===== src/rtl/wsic_pkg.sv =====
`default_nettype none

package wsic_pkg;

    localparam logic [7:0] ID_RSN            = 8'h30;
    localparam logic [7:0] ID_VENDOR         = 8'hdd;
    localparam logic [7:0] WPA_OUI_TYPE      = 8'h01;
    localparam logic [7:0] RSN_MIN_PARSE_LEN = 8'd14;
    localparam logic [7:0] WPA_MIN_PARSE_LEN = 8'd17;
    localparam logic [7:0] AKM_TYPE_RESET    = 8'h01;

    localparam logic [1:0] KIND_NONE = 2'd0;
    localparam logic [1:0] KIND_WPA  = 2'd1;
    localparam logic [1:0] KIND_WPA2 = 2'd2;

    typedef struct packed {
        logic [7:0]  ie_byte;
        logic [15:0] buffer_length;
        logic        last;
    } item_t;

    typedef struct packed {
        logic [1:0] security_kind;
        logic       enterprise;
    } result_t;

    function automatic logic [7:0] wpa_vendor_byte(input logic [1:0] idx);
        logic [7:0] val;
        case (idx)
            2'd0:    val = 8'h00;
            2'd1:    val = 8'h50;
            2'd2:    val = 8'hf2;
            default: val = WPA_OUI_TYPE;
        endcase
        return val;
    endfunction

endpackage

`default_nettype wire


===== src/rtl/wsic_if.sv =====
`default_nettype none

interface wsic_item_if;
    logic        valid;
    logic        ready;
    logic [7:0]  ie_byte;
    logic [15:0] buffer_length;
    logic        last;

    modport source (output valid, output ie_byte, output buffer_length, output last,
                    input ready);
    modport sink   (input valid, input ie_byte, input buffer_length, input last,
                    output ready);
endinterface

interface wsic_result_if;
    logic       valid;
    logic       ready;
    logic [1:0] security_kind;
    logic       enterprise;

    modport source (output valid, output security_kind, output enterprise, input ready);
    modport sink   (input valid, input security_kind, input enterprise, output ready);
endinterface

`default_nettype wire


===== src/rtl/wifi_security_ie_classifier.sv =====
// Security classifier for one 802.11 information-element buffer.
// ie_item (sink): one buffer byte per item with buffer_length and last.
//   Elements are walked by id and length; the first RSN element or WPA
//   vendor element sets the kind, and the AKM suites of long enough
//   elements are scanned for the enterprise selector.
// result (source): one item per buffer, issued for the byte marked last,
//   carrying security_kind and enterprise.
// cfg_we / cfg_wdata: write the enterprise AKM type byte (reset 1);
//   write only while no buffer is in flight.
// Throughput: one byte per cycle, set by the single parser step between
//   the input register and the result register, unless a last byte stalls.
// A last byte is loaded from the input register into the result register.
// Stall: while the result register holds an untaken result, bytes keep
//   flowing until the next last byte, which waits in the input register;
//   ie_item.ready then drops.
// Reset: asynchronous, active low; clears the valid bits of both stages
//   and the parse state, and sets the AKM type back to 1.
`default_nettype none

module wifi_security_ie_classifier
    import wsic_pkg::*;
(
    input  wire logic       clk,
    input  wire logic       rst_n,
    wsic_item_if.sink       ie_item,
    wsic_result_if.source   result,
    input  wire logic       cfg_we,
    input  wire logic [7:0] cfg_wdata
);

    logic    held_valid;
    item_t   held_item;
    logic    room;
    logic    advance;
    result_t step_result;

    assign advance = held_valid && (!held_item.last || room);

    wsic_in_stage u_in (
        .clk        (clk),
        .rst_n      (rst_n),
        .ie_item    (ie_item),
        .take       (advance),
        .held_valid (held_valid),
        .held_item  (held_item)
    );

    wsic_parser u_parser (
        .clk       (clk),
        .rst_n     (rst_n),
        .cfg_we    (cfg_we),
        .cfg_wdata (cfg_wdata),
        .advance   (advance),
        .item      (held_item),
        .result    (step_result)
    );

    wsic_out_stage u_out (
        .clk       (clk),
        .rst_n     (rst_n),
        .load      (advance && held_item.last),
        .result_in (step_result),
        .room      (room),
        .result    (result)
    );

endmodule

`default_nettype wire


===== src/rtl/wsic_in_stage.sv =====
`default_nettype none

module wsic_in_stage
    import wsic_pkg::*;
(
    input  wire logic    clk,
    input  wire logic    rst_n,
    wsic_item_if.sink    ie_item,
    input  wire logic    take,
    output logic         held_valid,
    output item_t        held_item
);

    logic  valid_reg;
    item_t item_reg;

    assign ie_item.ready = !valid_reg || take;
    assign held_valid    = valid_reg;
    assign held_item     = item_reg;

    always_ff @(posedge clk or negedge rst_n)
    begin
        if (!rst_n)
        begin
            valid_reg <= 1'b0;
        end
        else if (ie_item.ready)
        begin
            valid_reg <= ie_item.valid;
        end
    end

    always_ff @(posedge clk)
    begin
        if (ie_item.valid && ie_item.ready)
        begin
            item_reg.ie_byte       <= ie_item.ie_byte;
            item_reg.buffer_length <= ie_item.buffer_length;
            item_reg.last          <= ie_item.last;
        end
    end

endmodule

`default_nettype wire


===== src/rtl/wsic_parser.sv =====
`default_nettype none

module wsic_parser
    import wsic_pkg::*;
(
    input  wire logic       clk,
    input  wire logic       rst_n,
    input  wire logic       cfg_we,
    input  wire logic [7:0] cfg_wdata,
    input  wire logic       advance,
    input  wire item_t      item,
    output result_t         result
);

    typedef enum logic [3:0] {
        PH_IDLE,
        PH_LEN,
        PH_SKIP,
        PH_VENDOR,
        PH_FIXED,
        PH_PW_LO,
        PH_PW_HI,
        PH_PW_SKIP,
        PH_AKM_LO,
        PH_AKM_HI,
        PH_AKM_SCAN,
        PH_DONE
    } phase_t;

    logic [7:0]  akm_type_reg;
    logic [15:0] pos_reg,   pos_next;
    logic [16:0] nes_reg,   nes_next;
    logic [7:0]  id_reg,    id_next;
    logic [7:0]  len_reg,   len_next;
    phase_t      phase_reg, phase_next;
    logic [2:0]  fc_reg,    fc_next;
    logic [15:0] count_reg, count_next;
    logic        oui_reg,   oui_next;
    logic [1:0]  kind_reg,  kind_next;
    logic        ent_reg,   ent_next;

    phase_t      phase_step;
    logic [16:0] nes_step;
    logic [7:0]  id_step;
    logic [7:0]  len_step;
    logic [2:0]  fc_step;
    logic [15:0] count_step;
    logic        oui_step;
    logic [1:0]  kind_step;
    logic        ent_step;
    logic [16:0] pos_ext;
    logic [16:0] blen_ext;
    logic [7:0]  b;

    assign b        = item.ie_byte;
    assign pos_ext  = {1'b0, pos_reg};
    assign blen_ext = {1'b0, item.buffer_length};

    always_comb
    begin
        phase_step = phase_reg;
        nes_step   = nes_reg;
        id_step    = id_reg;
        len_step   = len_reg;
        fc_step    = fc_reg;
        count_step = count_reg;
        oui_step   = oui_reg;
        kind_step  = kind_reg;
        ent_step   = ent_reg;

        if (pos_reg < item.buffer_length && phase_reg != PH_DONE)
        begin
            if (phase_reg != PH_LEN && pos_ext == nes_reg)
            begin
                if (pos_ext + 17'd3 > blen_ext)
                begin
                    phase_step = PH_DONE;
                end
                else
                begin
                    id_step = b;
                    if (b == ID_RSN && kind_reg == KIND_NONE)
                    begin
                        kind_step = KIND_WPA2;
                    end
                    phase_step = PH_LEN;
                end
            end
            else if (phase_reg == PH_LEN)
            begin
                len_step = b;
                nes_step = pos_ext + 17'd1 + {9'd0, b};
                fc_step  = 3'd0;
                oui_step = 1'b1;
                if (id_reg == ID_RSN)
                begin
                    phase_step = (b > RSN_MIN_PARSE_LEN) ? PH_FIXED : PH_SKIP;
                end
                else if (id_reg == ID_VENDOR)
                begin
                    phase_step = PH_VENDOR;
                end
                else
                begin
                    phase_step = PH_SKIP;
                end
            end
            else
            begin
                unique case (phase_reg)
                    PH_VENDOR:
                    begin
                        if (b != wpa_vendor_byte(fc_reg[1:0]))
                        begin
                            oui_step = 1'b0;
                        end
                        fc_step = fc_reg + 3'd1;
                        if (fc_reg[1:0] == 2'd3)
                        begin
                            fc_step = 3'd0;
                            if (oui_step)
                            begin
                                if (kind_reg == KIND_NONE)
                                begin
                                    kind_step = KIND_WPA;
                                end
                                phase_step = (len_reg > WPA_MIN_PARSE_LEN) ? PH_FIXED
                                                                           : PH_SKIP;
                            end
                            else
                            begin
                                phase_step = PH_SKIP;
                            end
                        end
                    end
                    PH_FIXED:
                    begin
                        fc_step = fc_reg + 3'd1;
                        if (fc_step >= 3'd6)
                        begin
                            fc_step    = 3'd0;
                            phase_step = PH_PW_LO;
                        end
                    end
                    PH_PW_LO, PH_AKM_LO:
                    begin
                        count_step = {8'd0, b};
                        phase_step = (phase_reg == PH_PW_LO) ? PH_PW_HI : PH_AKM_HI;
                    end
                    PH_PW_HI:
                    begin
                        count_step = {b, count_reg[7:0]};
                        fc_step    = 3'd0;
                        phase_step = (count_step != 16'd0) ? PH_PW_SKIP : PH_AKM_LO;
                    end
                    PH_PW_SKIP:
                    begin
                        fc_step = fc_reg + 3'd1;
                        if (fc_step >= 3'd4)
                        begin
                            fc_step    = 3'd0;
                            count_step = count_reg - 16'd1;
                            if (count_step == 16'd0)
                            begin
                                phase_step = PH_AKM_LO;
                            end
                        end
                    end
                    PH_AKM_HI:
                    begin
                        count_step = {b, count_reg[7:0]};
                        fc_step    = 3'd0;
                        phase_step = (count_step != 16'd0) ? PH_AKM_SCAN : PH_SKIP;
                    end
                    PH_AKM_SCAN:
                    begin
                        if (fc_reg >= 3'd3)
                        begin
                            fc_step = 3'd0;
                            if (b == akm_type_reg)
                            begin
                                ent_step   = 1'b1;
                                phase_step = PH_SKIP;
                            end
                            else
                            begin
                                count_step = count_reg - 16'd1;
                                if (count_step == 16'd0)
                                begin
                                    phase_step = PH_SKIP;
                                end
                            end
                        end
                        else
                        begin
                            fc_step = fc_reg + 3'd1;
                        end
                    end
                    default:
                    begin
                        phase_step = phase_reg;
                    end
                endcase
            end
        end
    end

    assign result.security_kind = kind_step;
    assign result.enterprise    = ent_step && (kind_step != KIND_NONE);

    always_comb
    begin
        pos_next   = pos_reg;
        nes_next   = nes_reg;
        id_next    = id_reg;
        len_next   = len_reg;
        phase_next = phase_reg;
        fc_next    = fc_reg;
        count_next = count_reg;
        oui_next   = oui_reg;
        kind_next  = kind_reg;
        ent_next   = ent_reg;
        if (advance)
        begin
            if (item.last)
            begin
                pos_next   = 16'd0;
                nes_next   = 17'd0;
                id_next    = 8'd0;
                len_next   = 8'd0;
                phase_next = PH_IDLE;
                fc_next    = 3'd0;
                count_next = 16'd0;
                oui_next   = 1'b1;
                kind_next  = KIND_NONE;
                ent_next   = 1'b0;
            end
            else
            begin
                pos_next   = (pos_reg != 16'hffff) ? pos_reg + 16'd1 : pos_reg;
                nes_next   = nes_step;
                id_next    = id_step;
                len_next   = len_step;
                phase_next = phase_step;
                fc_next    = fc_step;
                count_next = count_step;
                oui_next   = oui_step;
                kind_next  = kind_step;
                ent_next   = ent_step;
            end
        end
    end

    always_ff @(posedge clk or negedge rst_n)
    begin
        if (!rst_n)
        begin
            akm_type_reg <= AKM_TYPE_RESET;
            pos_reg      <= 16'd0;
            nes_reg      <= 17'd0;
            id_reg       <= 8'd0;
            len_reg      <= 8'd0;
            phase_reg    <= PH_IDLE;
            fc_reg       <= 3'd0;
            count_reg    <= 16'd0;
            oui_reg      <= 1'b1;
            kind_reg     <= KIND_NONE;
            ent_reg      <= 1'b0;
        end
        else
        begin
            if (cfg_we)
            begin
                akm_type_reg <= cfg_wdata;
            end
            pos_reg   <= pos_next;
            nes_reg   <= nes_next;
            id_reg    <= id_next;
            len_reg   <= len_next;
            phase_reg <= phase_next;
            fc_reg    <= fc_next;
            count_reg <= count_next;
            oui_reg   <= oui_next;
            kind_reg  <= kind_next;
            ent_reg   <= ent_next;
        end
    end

endmodule

`default_nettype wire


===== src/rtl/wsic_out_stage.sv =====
`default_nettype none

module wsic_out_stage
    import wsic_pkg::*;
(
    input  wire logic     clk,
    input  wire logic     rst_n,
    input  wire logic     load,
    input  wire result_t  result_in,
    output logic          room,
    wsic_result_if.source result
);

    logic    valid_reg;
    result_t result_reg;

    assign room                 = !valid_reg || result.ready;
    assign result.valid         = valid_reg;
    assign result.security_kind = result_reg.security_kind;
    assign result.enterprise    = result_reg.enterprise;

    always_ff @(posedge clk or negedge rst_n)
    begin
        if (!rst_n)
        begin
            valid_reg <= 1'b0;
        end
        else if (load)
        begin
            valid_reg <= 1'b1;
        end
        else if (result.ready)
        begin
            valid_reg <= 1'b0;
        end
    end

    always_ff @(posedge clk)
    begin
        if (load)
        begin
            result_reg <= result_in;
        end
    end

endmodule

`default_nettype wire


===== src/flat_wrapper.sv =====
// flat-port wrapper written by rule: the top's interface ports become plain ports
module wifi_security_ie_classifier_flat import wsic_pkg::*;
  (clk, rst_n, cfg_we, cfg_wdata, ie_item_valid, ie_item_ie_byte, ie_item_buffer_length, ie_item_last, ie_item_ready, result_valid, result_security_kind, result_enterprise, result_ready);
  wsic_item_if ie_item_i ();
  wsic_result_if result_i ();
  input  wire logic clk;
  input  wire logic rst_n;
  input  wire logic cfg_we;
  input  wire logic [7:0] cfg_wdata;
  input wire logic [$bits(ie_item_i.valid)-1:0] ie_item_valid;
  input wire logic [$bits(ie_item_i.ie_byte)-1:0] ie_item_ie_byte;
  input wire logic [$bits(ie_item_i.buffer_length)-1:0] ie_item_buffer_length;
  input wire logic [$bits(ie_item_i.last)-1:0] ie_item_last;
  output wire logic [$bits(ie_item_i.ready)-1:0] ie_item_ready;
  output wire logic [$bits(result_i.valid)-1:0] result_valid;
  output wire logic [$bits(result_i.security_kind)-1:0] result_security_kind;
  output wire logic [$bits(result_i.enterprise)-1:0] result_enterprise;
  input wire logic [$bits(result_i.ready)-1:0] result_ready;
  assign ie_item_i.valid = ie_item_valid;
  assign ie_item_i.ie_byte = ie_item_ie_byte;
  assign ie_item_i.buffer_length = ie_item_buffer_length;
  assign ie_item_i.last = ie_item_last;
  assign ie_item_ready = ie_item_i.ready;
  assign result_valid = result_i.valid;
  assign result_security_kind = result_i.security_kind;
  assign result_enterprise = result_i.enterprise;
  assign result_i.ready = result_ready;
  wifi_security_ie_classifier u_core (.clk(clk), .rst_n(rst_n), .ie_item(ie_item_i), .result(result_i), .cfg_we(cfg_we), .cfg_wdata(cfg_wdata));
endmodule

===== config.mk =====
export PLATFORM = sky130hd
export DESIGN_NAME = wifi_security_ie_classifier_flat
export DESIGN_NICKNAME = d
export VERILOG_FILES = /design/src/rtl/wsic_pkg.sv /design/src/rtl/wsic_if.sv /design/src/rtl/wifi_security_ie_classifier.sv /design/src/rtl/wsic_in_stage.sv /design/src/rtl/wsic_parser.sv /design/src/rtl/wsic_out_stage.sv /design/src/flat_wrapper.sv
export SDC_FILE = /design/constraint.sdc
export NUM_CORES = 1
export LEC_CHECK = 0
export BUFFER_PORTS_ARGS = -buffer_cell sky130_fd_sc_hd__buf_4
export CAP_MARGIN = 20
export CELL_PAD_IN_SITES_DETAIL_PLACEMENT = 0
export CELL_PAD_IN_SITES_GLOBAL_PLACEMENT = 1
export CORE_UTILIZATION = 52
export CTS_CLUSTER_DIAMETER = 100
export DETAILED_ROUTE_END_ITERATION = 8
export PLACE_DENSITY = 0.89
export SYNTH_ARGS = -nofsm -noshare
export SYNTH_HDL_FRONTEND = slang
export SYNTH_SLANG_ARGS = --single-unit

===== constraint.sdc =====
create_clock -name clk -period 5.7 [get_ports clk]
set_input_delay 0.285 -clock clk [delete_from_list [all_inputs] [get_ports clk]]
set_output_delay 0.285 -clock clk [all_outputs]
set_load 0.05 [all_outputs]

==> run_results.csv <==
group,metric,value,unit
run_status,status,"finished clean",
die,top_level_ports,43,
min_path,hp-class,"input port to flop",
synthesis,yosysSeqAreaShare,38.6,%
synthesis,synthCells,821,
power,ir_drop,0.349,mV
routing,first_iter_violations,563,
clock_tree,cts.sink_count,113,
layout,area_delta_synth_final,13.4,%
synthesis,async_flop_share,75.2,%
power,pwr_density_cell,344,nW/um^2
sta,fmax,0.255,GHz
critical_path,crit_required,6.01,ns
synthesis,syn_nets,909,
clock_tree,htree_num_levels,4,
power,p_leak,3.85,nW
job,cap_violations,0,
synthesis,yosys.area.top_type_share,27.0,%
synthesis,synthesis.area,7700,um^2
routing,postRouteAntennaNets,0,
sta,setup_viol,0,
synthesis,synth_cell_type_count,85,
critical_path,crit_fanout,13,
placed_design,dp.cells,1010,
placed_design,place_congestion,0.906,
routing,drt_first_pass_iters,4,
die,die_width,124,um
critical_path,critical_path.startpoint_type,"flop",
synthesis,ys_seq_elements,113,
power,p_int,1.96,mW
routing,routedWlPerCell,19.7,um
sta,final.setup.tns,0,ns
clock_tree,numCtsBuffers,17,
routing,vias,6548,
layout,fin_cells,1044,
global_route,grt_util_all_layers,29.3,%
clock_tree,clock_path_buffers,2,
die,start_util,53.2,%
critical_path,r2r-start,"u_core.u_parser.pos_reg[0]",
synthesis,synth_area_leaders,"dfrtp_1, edfxtp_1, ha_1",
clock_tree,cts-resized-gates,0,
die,die_area,15300,um^2
critical_path,rr_worst_depth,14,
synthesis,synth_edf_count,28,
sta,relSlewSlack,32.2,%
power,swShare,34.7,%
synthesis,avgSynthCellArea,9.38,um^2
clock_tree,clk_pin_slew,0.06,ns
clock_tree,root_buffer,"clkbuf_16",
synthesis,synthFlopType,"dfrtp_1",
global_route,grt_pass1_wl,33400,um
layout,diodes,0,
clock_tree,cts_hold_buf,1,
placed_design,portBuffers,42,
routing,drc_errors,0,
die,row_count,44,
critical_path,cp-end-kind,"flop",
layout,drive_above_1_share,14.8,%
routing,vias_per_cell,6.27,
placed_design,hpwlAfterDp,14900,um
critical_path,cp_data_arrival_time,4.23,ns
die,core,14500,um^2
sta,finalHoldViolCount,0,
power,clock_power_share,36.7,%
power,p_switching,1.04,mW
die,die_y,124,um
power,combPwrFrac,27.4,%
global_route,grt_pass1_vias,6296,
routing,routed_wirelength,20600,um
synthesis,yosys.area.top_type,"dfrtp_1",
sta,grt_setup_unrepaired,"no",
sta,fin_crit,3.92,ns
sta,fin_skew,0.0121,ns
critical_path,r2r-end,"u_core.u_parser.id_reg[7]",
layout,num-fill-cells,1258,
layout,final_nets,935,
critical_path,worstSetupEndpoint,"u_core.u_parser.id_reg[7]",
critical_path,critPathLaunch,"u_core.u_parser.pos_reg[0]",
layout,largest_register_ffs,25,
sta,worstMarginPinSlew,1.02,ns
power,p_seq_share,35.9,%
critical_path,reg2reg_slack,1.78,ns
synthesis,yosys_warnings,0,
clock_tree,clk_latency,0.43,ns
global_route,grt_start_max_net_pins,77,
global_route,antenna_found_initial,0,
global_route,grt-ovfl-total,0,
sta,period_share,68.7,%
sta,slew_violations,0,
clock_tree,cts_tree,"done",
critical_path,path_class,"flop to flop",
clock_tree,postCtsSetupRepairBufs,0,
==> critical path, cell delays in order (launching register included) <==
cell and delay (ns):
dfrtp_1 0.51, inv_1 0.16, ha_1 0.29, nand4b_1 0.21, nor2_1 0.31, nand3_1 0.14, xnor2_1 0.16, ha_1 0.31
nand4_1 0.18, nor4_1 0.33, nor3_1 0.08, and4b_1 0.26, o21bai_4 0.32, nor2_1 0.17, a221o_1 0.34
==> synth_stat cells, types with 13 or more instances <==
library cell	number
buf_2	23
nor3_1	16
nand3_1	30
inv_1	44
o31ai_1	17
xor2_1	31
a21oi_1	35
and3_1	17
nand2_1	64
xnor2_1	34
o21ai_0	59
mux2_2	18
ha_1	49
clkbuf_1	15
nand4_1	16
edfxtp_1	28
nor2_1	55
nor2b_1	13
dfrtp_1	83
==> layer usage <==
layer  part of all wire (%)  vias to the layer above  global-route usage [%]
met5                      0                        -                       0
met4                    2.1                        0                    10.8
met3                    7.9                       35                    7.01
met2                     43                      270                    42.6
met1                     47                     3186                    42.2
li1                       -                     3057                       -
==> worst min-delay path by stage <==
stage | from | endpoint | cells after the start
after floorplan | rst_n | u_core.u_in.held_valid | 0
after global placement | rst_n | u_core.u_in.held_valid | 1
after detailed placement | rst_n | u_core.u_in.held_valid | 1
after CTS | ie_item_buffer_length[11] | u_core.u_in.held_item[12] | 1
after global routing | ie_item_buffer_length[14] | u_core.u_in.held_item[15] | 1
final | ie_item_ie_byte[3] | u_core.u_in.held_item[20] | 1
==> power by group through the flow <==
stage	registers, mW	clock network (mW)	logic (mW)
floorplan	1.01	0	0.647
global placement	1.08	0	0.783
detailed placement	1.09	0	0.802
CTS	1.07	1.11	0.809
global route	1.10	1.15	0.909
finish	1.08	1.10	0.824
==> metrics by stage <==
| stage | utilization (%) | total power, mW | worst slack, ns | hold slack (ns) | area, um^2 |
|---|---|---|---|---|---|
| finish | 60.4 | 3.00 | 1.78 | 0.0290 | 8740 |
| global route | 60.4 | 3.15 | 1.47 | 0.0159 | 8740 |
| CTS | 60.2 | 2.99 | 1.82 | 0.0171 | 8720 |
| detailed placement | 55.9 | 1.89 | 1.84 | 0.138 | 8090 |
| global placement | 55.9 | 1.86 | 1.95 | 0.133 | 8090 |
| floorplan | - | 1.66 | 2.34 | -0.0106 | 7700 |
==> cells by family (layout without fill, tap and decap cells) <==
| kind of cell | Yosys count | in the layout | share of synthesized area, % |
|---|---|---|---|
| xor gates and xnor gates | 65 | 65 | 7.39 |
| DFF | 113 | 113 | 38.6 |
| AOI/OAI and AO/OA | 201 | 201 | 18.1 |
| buffers and inverters | 90 | 129 | 5.00 |
| and+or+nand+nor | 276 | 276 | 19.1 |
| muxes | 25 | 25 | 3.54 |
| adders and majority gates | 51 | 51 | 8.35 |
==> final cells by class <==
cell class | count | area, um^2 | area share [%]
multi-input cells | 618 | 4350 | 49.8
flip-flops and latches | 113 | 2970 | 34.0
clock buffers | 20 | 500 | 5.73
repair buffers | 51 | 403 | 4.61
well taps | 184 | 230 | 2.63
inverters | 46 | 173 | 1.98
clock inverters | 12 | 115 | 1.32
==> cells in the final DEF, fill, tap and decap left out, drive strengths merged, types with 9 or more instances in the layout <==
master / count
nand3: 30
ha: 49
and3: 17
and2: 9
xnor2: 34
nor4: 10
inv: 49
nand2: 64
nor3: 17
mux2: 18
a21oi: 37
buf: 49
nor2: 55
edfxtp: 28
clkbuf: 21
xor2: 31
o21ai: 60
nand4: 17
o31ai: 17
dfrtp: 83
a211oi: 11
nor2b: 14
Note: power is estimated with default switching activity, not from simulation.
